## src/rtl/core/rlestg_pkg.sv

```systemverilog
// ----------------------------------------------------------------------------
// rlestg_pkg
// Types and codes shared by the stego engine modules.
// ----------------------------------------------------------------------------
package rlestg_pkg;

	localparam logic [1:0] KIND_IMAGE   = 2'd0;
	localparam logic [1:0] KIND_EXTRACT = 2'd1;
	localparam logic [1:0] KIND_ACCEPT  = 2'd2;
	localparam logic [1:0] KIND_REFUSE  = 2'd3;

	localparam logic ACT_IMAGE   = 1'b0;
	localparam logic ACT_PAYLOAD = 1'b1;

	localparam logic MODE_INJECT  = 1'b0;
	localparam logic MODE_EXTRACT = 1'b1;

	localparam logic REG_MODE      = 1'b0;
	localparam logic REG_LSB_COUNT = 1'b1;

	localparam logic [7:0] RUN_MARK = 8'hC0;
	localparam logic [4:0] QUEUE_BITS = 5'd16;
	localparam logic [4:0] BYTE_BITS  = 5'd8;

	typedef struct packed {
		logic [15:0] bit_queue;
		logic [4:0]  queued_bits;
		logic        run_pending;
		logic [7:0]  pack_shift;
		logic [2:0]  packed_bits;
	} eng_state_t;

	typedef struct packed {
		logic       has;
		logic [7:0] out_byte;
		logic [1:0] kind;
		logic       mixed;
		logic       need_payload;
	} result_t;

endpackage

```

## src/rtl/core/rlestg_if.sv

```systemverilog
// ----------------------------------------------------------------------------
// rlestg_if
// Stream interfaces of the stego engine: image/payload words in, results out.
// ----------------------------------------------------------------------------
interface rlestg_in_if;
	logic       valid;
	logic       ready;
	logic       action;
	logic [7:0] data_byte;

	modport source (output valid, action, data_byte, input ready);
	modport sink   (input valid, action, data_byte, output ready);
endinterface

interface rlestg_out_if;
	logic       valid;
	logic       ready;
	logic [7:0] out_byte;
	logic [1:0] kind;
	logic       mixed;
	logic       need_payload;

	modport source (output valid, out_byte, kind, mixed, need_payload, input ready);
	modport sink   (input valid, out_byte, kind, mixed, need_payload, output ready);
endinterface

```

## src/rtl/core/rlestg_step.sv

```systemverilog
// ----------------------------------------------------------------------------
// rlestg_step
// Next-state and result logic for one word: queue fill, run skip,
// LSB inject and LSB pack.
// ----------------------------------------------------------------------------
module rlestg_step import rlestg_pkg::*; (
	input  eng_state_t st,
	input  logic       mode,
	input  logic [2:0] lsb_count,
	input  logic       action,
	input  logic [7:0] data_byte,
	output eng_state_t st_nxt,
	output result_t    res
);

	logic [2:0]  k;
	logic [7:0]  mask;
	logic [7:0]  bits;
	logic [11:0] comb;
	logic [3:0]  total;
	logic [3:0]  sh;
	logic        is_run;

	always_comb begin
		priority if (lsb_count < 3'd1) begin
			k = 3'd1;
		end else if (lsb_count > 3'd4) begin
			k = 3'd4;
		end else begin
			k = lsb_count;
		end
	end

	assign mask   = ~(8'hFF << k);
	assign bits   = 8'(st.bit_queue >> (QUEUE_BITS - {2'b00, k})) & mask;
	assign comb   = ({4'b0000, st.pack_shift} << k) | {4'b0000, data_byte & mask};
	assign total  = {1'b0, st.packed_bits} + {1'b0, k};
	assign sh     = total - 4'd8;
	assign is_run = st.run_pending || ((data_byte & RUN_MARK) == RUN_MARK);

	always_comb begin
		st_nxt       = st;
		res.has      = 1'b0;
		res.out_byte = 8'd0;
		res.kind     = KIND_IMAGE;
		res.mixed    = 1'b0;
		if (action == ACT_PAYLOAD) begin
			res.has = 1'b1;
			if (st.queued_bits <= BYTE_BITS) begin
				st_nxt.bit_queue   = st.bit_queue |
					(16'(data_byte) << (BYTE_BITS - st.queued_bits));
				st_nxt.queued_bits = st.queued_bits + BYTE_BITS;
				res.kind           = KIND_ACCEPT;
			end else begin
				res.kind = KIND_REFUSE;
			end
		end else if (is_run) begin
			st_nxt.run_pending = !st.run_pending;
			res.has            = (mode == MODE_INJECT);
			res.out_byte       = data_byte;
		end else if (mode == MODE_INJECT) begin
			res.has      = 1'b1;
			res.out_byte = data_byte;
			if (st.queued_bits >= {2'b00, k}) begin
				res.out_byte       = (data_byte & ~mask) | bits;
				res.mixed          = 1'b1;
				st_nxt.bit_queue   = st.bit_queue << k;
				st_nxt.queued_bits = st.queued_bits - {2'b00, k};
			end
		end else begin
			if (total >= 4'd8) begin
				res.has            = 1'b1;
				res.kind           = KIND_EXTRACT;
				res.out_byte       = 8'(comb >> sh);
				st_nxt.pack_shift  = 8'(comb & ~(12'hFFF << sh));
				st_nxt.packed_bits = 3'(sh);
			end else begin
				st_nxt.pack_shift  = 8'(comb);
				st_nxt.packed_bits = 3'(total);
			end
		end
		res.need_payload = (st_nxt.queued_bits <= BYTE_BITS);
	end

endmodule

```

## src/rtl/core/rle_aware_lsb_stego_engine.sv

```systemverilog
// ----------------------------------------------------------------------------
// rle_aware_lsb_stego_engine
// LSB embed/extract engine for a run-length-coded image byte stream.
// ----------------------------------------------------------------------------
// Takes one word per cycle while the result side accepts it, sustained. A word is
// held in the input register and its result in the result register; the rate is
// set by the queue/packer state update, which is combinational between the input
// register and the result register. Words that cause no result (run bytes and
// incomplete packs in extract mode) still pass through the input register and
// update the state. The result register lets a new word enter while a result
// waits. Write mode and lsb_count only while idle.
module rle_aware_lsb_stego_engine import rlestg_pkg::*; (
	input  logic         clk,
	input  logic         arst_n,
	rlestg_in_if.sink    item,
	rlestg_out_if.source result,
	input  logic         wr_en,
	input  logic         wr_index,
	input  logic [2:0]   wr_data
);

	logic       mode_q;
	logic [2:0] lsb_count_q;
	eng_state_t st_q;
	eng_state_t st_nxt;
	result_t    res;

	logic       valid_s1;
	logic       action_s1;
	logic [7:0] data_s1;
	logic       valid_s2;
	result_t    res_s2;
	logic       advance;

	assign advance    = valid_s1 && (!valid_s2 || result.ready);
	assign item.ready = !valid_s1 || advance;

	always_ff @(posedge clk or negedge arst_n) begin
		if (!arst_n) begin
			mode_q      <= MODE_INJECT;
			lsb_count_q <= 3'd1;
		end else if (wr_en) begin
			unique case (wr_index)
				REG_MODE:      mode_q      <= wr_data[0];
				REG_LSB_COUNT: lsb_count_q <= wr_data;
				default: ;
			endcase
		end
	end

	always_ff @(posedge clk or negedge arst_n) begin
		if (!arst_n) begin
			valid_s1 <= 1'b0;
		end else if (item.ready) begin
			valid_s1 <= item.valid;
		end
	end

	always_ff @(posedge clk) begin
		if (item.valid && item.ready) begin
			action_s1 <= item.action;
			data_s1   <= item.data_byte;
		end
	end

	rlestg_step u_step (
		.st        (st_q),
		.mode      (mode_q),
		.lsb_count (lsb_count_q),
		.action    (action_s1),
		.data_byte (data_s1),
		.st_nxt    (st_nxt),
		.res       (res)
	);

	always_ff @(posedge clk or negedge arst_n) begin
		if (!arst_n) begin
			st_q     <= '0;
			valid_s2 <= 1'b0;
		end else if (advance) begin
			st_q     <= st_nxt;
			valid_s2 <= res.has;
		end else if (result.ready) begin
			valid_s2 <= 1'b0;
		end
	end

	always_ff @(posedge clk) begin
		if (advance) begin
			res_s2 <= res;
		end
	end

	assign result.valid        = valid_s2;
	assign result.out_byte     = res_s2.out_byte;
	assign result.kind         = res_s2.kind;
	assign result.mixed        = res_s2.mixed;
	assign result.need_payload = res_s2.need_payload;

	ast_queue_range: assert property (@(posedge clk) disable iff (!arst_n)
		st_q.queued_bits <= QUEUE_BITS)
		else $error("bit queue count out of range");

	ast_queue_tail_clear: assert property (@(posedge clk) disable iff (!arst_n)
		(st_q.bit_queue << st_q.queued_bits) == 16'd0)
		else $error("bits below queued payload not clear");

	ast_pack_clear: assert property (@(posedge clk) disable iff (!arst_n)
		(st_q.pack_shift >> st_q.packed_bits) == 8'd0)
		else $error("packer holds bits above its count");

	ast_mixed_image: assert property (@(posedge clk) disable iff (!arst_n)
		(valid_s2 && res_s2.mixed) |-> (res_s2.kind == KIND_IMAGE))
		else $error("mixed flag on a non-image word");

	ast_hold_s1: assert property (@(posedge clk) disable iff (!arst_n)
		(valid_s1 && !advance) |=> (valid_s1 && $stable(data_s1) && $stable(action_s1)))
		else $error("input register lost a stalled word");

endmodule

```

## src/flat_wrapper.sv

```systemverilog
// flat-port wrapper written by rule: the top's interface ports become plain ports
module rle_aware_lsb_stego_engine_flat import rlestg_pkg::*;
  (clk, arst_n, wr_en, wr_index, wr_data, item_valid, item_action, item_data_byte, item_ready, result_valid, result_out_byte, result_kind, result_mixed, result_need_payload, result_ready);
  rlestg_in_if item_i ();
  rlestg_out_if result_i ();
  input  logic clk;
  input  logic arst_n;
  input  logic wr_en;
  input  logic wr_index;
  input  logic [2:0] wr_data;
  input wire logic [$bits(item_i.valid)-1:0] item_valid;
  input wire logic [$bits(item_i.action)-1:0] item_action;
  input wire logic [$bits(item_i.data_byte)-1:0] item_data_byte;
  output wire logic [$bits(item_i.ready)-1:0] item_ready;
  output wire logic [$bits(result_i.valid)-1:0] result_valid;
  output wire logic [$bits(result_i.out_byte)-1:0] result_out_byte;
  output wire logic [$bits(result_i.kind)-1:0] result_kind;
  output wire logic [$bits(result_i.mixed)-1:0] result_mixed;
  output wire logic [$bits(result_i.need_payload)-1:0] result_need_payload;
  input wire logic [$bits(result_i.ready)-1:0] result_ready;
  assign item_i.valid = item_valid;
  assign item_i.action = item_action;
  assign item_i.data_byte = item_data_byte;
  assign item_ready = item_i.ready;
  assign result_valid = result_i.valid;
  assign result_out_byte = result_i.out_byte;
  assign result_kind = result_i.kind;
  assign result_mixed = result_i.mixed;
  assign result_need_payload = result_i.need_payload;
  assign result_i.ready = result_ready;
  rle_aware_lsb_stego_engine u_core (.clk(clk), .arst_n(arst_n), .item(item_i), .result(result_i), .wr_en(wr_en), .wr_index(wr_index), .wr_data(wr_data));
endmodule
```

## config.mk

```make
export PLATFORM = sky130hd
export DESIGN_NAME = rle_aware_lsb_stego_engine_flat
export DESIGN_NICKNAME = d
export VERILOG_FILES = /design/src/rtl/core/rlestg_pkg.sv /design/src/rtl/core/rlestg_if.sv /design/src/rtl/core/rlestg_step.sv /design/src/rtl/core/rle_aware_lsb_stego_engine.sv /design/src/flat_wrapper.sv
export SDC_FILE = /design/constraint.sdc
export NUM_CORES = 1
export LEC_CHECK = 0
export BUFFER_PORTS_ARGS = -buffer_cell sky130_fd_sc_hd__buf_2
export CORE_MARGIN = 10
export CORE_UTILIZATION = 45
export DETAILED_ROUTE_END_ITERATION = 16
export PLACE_DENSITY_LB_ADDON = 0.05
export SKIP_CTS_REPAIR_TIMING = 1
export SLEW_MARGIN = 0
export SYNTH_ARGS = -nofsm -noshare
export SYNTH_HDL_FRONTEND = slang
export SYNTH_SLANG_ARGS = --single-unit
```

## constraint.sdc

```tcl
create_clock -name clk -period 4.3 [get_ports clk]
set_input_delay 0.645 -clock clk [delete_from_list [all_inputs] [get_ports clk]]
set_output_delay 0.645 -clock clk [all_outputs]
set_load 0.02 [all_outputs]
```

* After elaboration in Yosys (flattened, before gate mapping) *
Index checks and enable logic that the tools add are counted.

cells by class
  multiply operators = 0
  equal/unequal tests = 4
  reduce and logical (&&, ||, !) cells = 16
  divide/modulo/power cells = 0
  mux-type cells = 21
  shift-type cells = 7
  $add $sub $neg = 6
  $lt $le $gt $ge = 6
  bitwise logic cells = 14

operator list
  cell                    number
  $mux W21                5
  $and A8 B8 Y8           4
  $not A8 Y8              3
  $mux W11                2
  $mux W9                 2
  $or A16 B16 Y16         1
  $shl A16 B3 Y16         1
  $shl A8 B5 Y16          1
  $shr A16 B5 Y8          1
  $or A12 B8 Y12          1
  $shl A12 B4 Y8 const A  1
  $shl A8 B3 Y12          1
  $shr A12 B4 Y8          1
  $le A5 B4 Y1 const B    2
  $mux W3                 3
  $mux W8                 1
  $or A8 B8 Y8            1
  $shl A8 B3 Y8 const A   1
  $mux W1                 6
  $add A5 B4 Y5 const B   1
  $ge A5 B3 Y1            1
  $reduce_and A5 Y1       1
  $sub A4 B5 Y5 const A   1
  $sub A5 B3 Y5           1
  other kinds (19)        31

word-level totals
  memory bits (read-only) = 0
  register bits after elaboration = 60
  memories = 0
  input bits = 18
  logic and storage cells = 89
  bits in writable memories = 0
  bits in latches = 0

* Logic depth before layout (Yosys ltp) *
  depth after elaboration = 13
  mapped depth = 14
  mapped depth without buffers = 12

* Cells and area by module *
Synthesis repeated with hierarchy kept, for this count alone.

second synthesis, totals
  cells, all modules = 577
  area total of the unflattened synthesis = 5,331.4 µm²

by module, submodules not included
  module                      instances  area an instance (µm²)  cells each
  rlestg_step                 1          3,098.0                 467
  rle_aware_lsb_stego_engine  1          2,233.4                 110

* Least setup slack after synthesis *
Ideal clock, no wire load.

  path kind = register -> register
  start = register u_core.lsb_count_q[0]
  end = register u_core.res_s2, in the netlist u_core.result.out_byte[1], data pin
  cell stages (with the launch flop) = 15
  buffers on the path = 4
  data arrival time = 2.662 ns
  library setup time = 0.266 ns
  period minus slack after synthesis = 2.927 ns
  path slack = 1.373 ns
  required time = 4.034 ns
  cells stage by stage = dfstp_2 buf_4 nor2b_1 nor2_2 buf_4 ha_1 inv_1 fa_1 clkbuf_1 inv_1 clkbuf_1 a31oi_1 a2bb2oi_1 o221ai_1 nand3_1

on the way
  cells in the longest elaborated chain, start to end = 11

RTL lines
  element                                                RTL line                          RTL
  start, declared                                        rle_aware_lsb_stego_engine.sv:23  logic [2:0] lsb_count_q;
  start signal, assigned                                 rle_aware_lsb_stego_engine.sv:45  REG_LSB_COUNT: lsb_count_q <= wr_data;
  $gt A3 B3 Y1                                           rlestg_step.sv:27                 end else if (lsb_count > 3'd4) begin
  $mux W3                                                rlestg_step.sv:27
  $mux W3 *                                              rlestg_step.sv:25                 priority if (lsb_count < 3'd1) begin
  branches (longest 6 deep; another with $add A3 B3 Y4)  n/a
  $mux W9 *                                              rlestg_step.sv:61                 end else if (mode == MODE_INJECT) begin
  $mux W9 *                                              rlestg_step.sv:57                 end else if (is_run) begin
  end signal, assigned                                   rle_aware_lsb_stego_engine.sv:90  res_s2 <= res;
  end, declared                                          rle_aware_lsb_stego_engine.sv:32  result_t res_s2;

Every way passes the cells marked *.
A chain may end at the register's enable or synchronous reset.

* Final worst setup path *
  start = register u_core.lsb_count_q[0]
  end = register u_core.res_s2, in the netlist u_core.result.out_byte[6], data pin

The elaborated chain is that of the path after synthesis.

==> results.py <==
metrics = {
    "sta": {
        "setup_viol": 0,
        "finalSetupTns_ns": 0,
        "rsz0062_at_grt": "no",
        "min_period_ns": 3.34,
        "slew_violations": 0,
        "tightestPinTransition_ns": 0.960,
        "fin_skew_ns": 0.0115,
        "period_share": 0.776,
        "hold_ws_ns": 0.411,
        "hold_viol": 0,
        "fmax_mhz": 300,
        "slew_headroom": 0.360,
    },
    "floorplan": {
        "rows": 38,
        "chipWidth_um": 125,
        "initial_core_util": 0.459,
        "core-area_sq_um": 10800,
        "die_area_sq_um": 15700,
        "ios": 32,
        "die-height_um": 125,
    },
    "placed_design": {
        "io_buffers": 31,
        "routabilityCongestion": 0.934,
        "place_hpwl_um": 11300,
    },
    "synthesis": {
        "synth-simple-area-share": 0.190,
        "ys_ff_latch": 60,
        "muxShareOfSynthArea": 0.117,
        "netlist_area_sq_um": 4980,
        "synth_warnings": 0,
        "yosysUniqueCellTypes": 80,
        "syn_nets": 599,
        "synthCells": 565,
        "ys_async_sr_fraction": 0.650,
        "synth_area_per_cell_sq_um": 8.81,
        "synth-edff-count": 21,
        "synth-xor-area-share": 0.0173,
        "synth_top_family_by_area": "compound AO/OA/AOI/OAI gates",
        "ys_seq_area_frac": 0.323,
        "synthAdderAreaFrac": 0.0432,
        "synth_compound_gate_area_share": 0.254,
        "yosys_most_used_dff": "dfrtp_1",
    },
    "critical_path": {
        "worst-r2r-setup-slack_ns": 0.96,
        "setup.worst_path.start_class": "register",
        "required_ns": 4.38,
        "cp_max_fo": 13,
        "crit_path_end_kind": "register",
        "crit_chain": "nor2b_1 > nor2_2 > ha_1 > nand2b_1 > a21oi_1 > o21ai_2 > nor2_1 > a31oi_1 > o311ai_1",
        "worst_path_max_delay_cell": "o21ai_2",
        "slowest_delay_ns": 0.60,
        "critPathArrivalTime_ns": 3.42,
        "path_class": "register to register",
    },
    "job": {
        "drv_cap": 0,
    },
    "global_route": {
        "grt_pass1_wl_um": 24800,
        "antenna_found_initial": 0,
        "grt_max_degree": 40,
        "grtUsageTotal": 0.195,
        "overflow": 0,
        "grt_pass1_vias": 4286,
    },
    "drt": {
        "met1Wirelength_um": 7310,
        "via_per_inst": 6.44,
        "drtAntennaViolNets": 0,
        "post_drt_wl_per_cell_um": 21.6,
        "first_pass_iters": 6,
        "wl_met2_um": 6620,
        "topRoutingLayerUsed": "met4",
        "drc": 0,
        "vias": 4673,
        "wl_met3_um": 1390,
        "wl_um": 15700,
        "drtIter0Drc": 574,
    },
    "power": {
        "sw_frac_of_total": 0.506,
        "switching_power_w": 0.00204,
        "p_total_w": 0.00404,
        "internal-power_w": 0.00200,
        "combPwrFrac": 0.606,
        "pwr-share-clk": 0.132,
        "ir_worst_vdd_mv": 0.389,
        "power_density_nw_per_um2": 749,
        "leakage_nw": 2.19,
        "share_seq_of_total_power": 0.262,
    },
    "final_layout": {
        "nFillCells": 1045,
        "drive_gt1_frac": 0.178,
        "layout_common_cells": "nor2_1 (58), nand2_1 (56), dfrtp_1 (38)",
        "synthToLayoutAreaGrowth_pct": 8.39,
        "nets": 614,
        "final_common_cell": "nor2_1",
    },
    "hold_path": {
        "hold_path_class": "input port to async pin",
    },
    "clocking": {
        "cts_buffers": 9,
        "ctsLongestPathBuffers": 2,
        "cts.reportedPaths.clkPinSlew_ns": 0.07,
        "cts_tree": "built",
        "cts.sinks": 60,
        "h-tree-depth": 3,
        "ctsRootBufferMaster": "clkbuf_8",
        "insertion_delay_ns": 0.37,
    },
    "run_status": {
        "outcome": "complete, no violations",
    },
}
per-stage QoR:
step / setup WS, ns / utilization / std cells / instance area [sq um]
after floorplan: 1.37 / - / 565 / 4980
after global placement: 1.13 / 0.480 / 709 / 5200
after detailed placement: 1.04 / 0.480 / 709 / 5200
after CTS: 0.994 / 0.498 / 725 / 5400
after global routing: 0.730 / 0.498 / 725 / 5400
final: 0.964 / 0.498 / 726 / 5400
worst max-delay path: cells and delay by family (launching register included):
kind                     cells  cell delay, ns
adder cells (fa/ha/maj)      1            0.30
flip-flops                   1            0.53
AO/OA/AOI/OAI                4            1.34
AND/OR/NAND/NOR              4            0.88
cells by family (layout without fill, tap and decap cells):
| logic type | count (synthesis) | count (layout) |
|---|---|---|
| DFF | 60 | 60 |
| xor gates and xnor gates | 9 | 9 |
| other | 0 | 1 |
| AOI/OAI and AO/OA | 173 | 173 |
| muxes | 50 | 50 |
| adders and majority gates | 16 | 16 |
| and+or+nand+nor | 197 | 197 |
| buffers and inverters | 60 | 80 |
registers in the layout, indices dropped and copies added (netlist names):
register and flops:
u_core.action_s1 1, u_core.mode_q 1, u_core.st_q 33, u_core.result.need_payload 1, u_core.valid_s1 1, u_core.result.valid 1
u_core.result.kind 2, u_core.result.out_byte 8, u_core.result.mixed 1, u_core.lsb_count_q 3, u_core.data_s1 8
path summary, 6_finish.rpt:
kind                                             end                   from  cells after the start
setup / recovery           u_core.result.out_byte[6]  u_core.lsb_count_q[0]                      9
hold / removal                       u_core.st_q[15]                 arst_n                      1
setup reg to reg           u_core.result.out_byte[6]  u_core.lsb_count_q[0]                      9
hold reg to reg                       u_core.st_q[2]         u_core.st_q[2]                      2
max in group asynchronous             u_core.st_q[9]                 arst_n                      1
min in group clk                   u_core.data_s1[0]      item_data_byte[0]                      1
metal layers:
metal,vias up,track usage
li1,2150,-
met1,2261,0.282
met2,235,0.267
met3,27,0.0520
met4,0,0.0766
met5,-,0
cell type report:
type                       count  area [sq um]  share of cell area
clock buffer                  11           141              0.0262
inverter                      21          78.8              0.0146
tap                          140           175              0.0325
timing repair buffer          43           245              0.0454
multi-input combinational    445          3100               0.574
sequential                    60          1610               0.298
clock inverter                 5          50.0             0.00927
antenna                        1          2.50            0.000464
synth_stat cells, drive strengths merged, types with 2 or more instances:
cell type | n | area, sq um
nor2 | 59 | 224
nand2 | 56 | 210
dfrtp | 38 | 951
o21ai | 32 | 186
a21oi | 31 | 155
mux2i | 28 | 280
buf | 24 | 140
edfxtp | 21 | 631
inv | 21 | 78.8
nor3 | 18 | 101
mux2 | 17 | 191
clkbuf | 15 | 56.3
nand3 | 15 | 75.1
a211oi | 14 | 105
ha | 14 | 175
nand2b | 13 | 83.8
o22ai | 10 | 62.6
o31ai | 10 | 85.1
a31oi | 8 | 50.1
o211ai | 8 | 65.1
nand4 | 7 | 43.8
o221ai | 7 | 67.6
a21o | 6 | 45.0
nor2b | 6 | 37.5
a221oi | 5 | 56.3
and2 | 5 | 31.3
mux4 | 5 | 113
nand3b | 5 | 37.5
o21a | 5 | 37.5
xnor2 | 5 | 43.8
o2111ai | 4 | 41.3
or2 | 4 | 25.0
xor2 | 4 | 42.6
a221o | 3 | 30.0
a222oi | 3 | 30.0
a22o | 3 | 26.3
a22oi | 3 | 22.5
a311oi | 3 | 26.3
a2111oi | 2 | 23.8
a2bb2oi | 2 | 17.5
fa | 2 | 40.0
o311a | 2 | 20.0
o31a | 2 | 17.5
o41ai | 2 | 17.5
or3b | 2 | 17.5
power groups by stage:
stage	Clock (W)	Combinational, W	Sequential [W]
CTS	0.000541	0.00240	0.00105
global placement	0	0.00239	0.00106
detailed placement	0	0.00239	0.00106
global route	0.000561	0.00267	0.00109
floorplan	0	0.00190	0.000958
finish	0.000532	0.00245	0.00106
(Power assumes the default switching activity.)
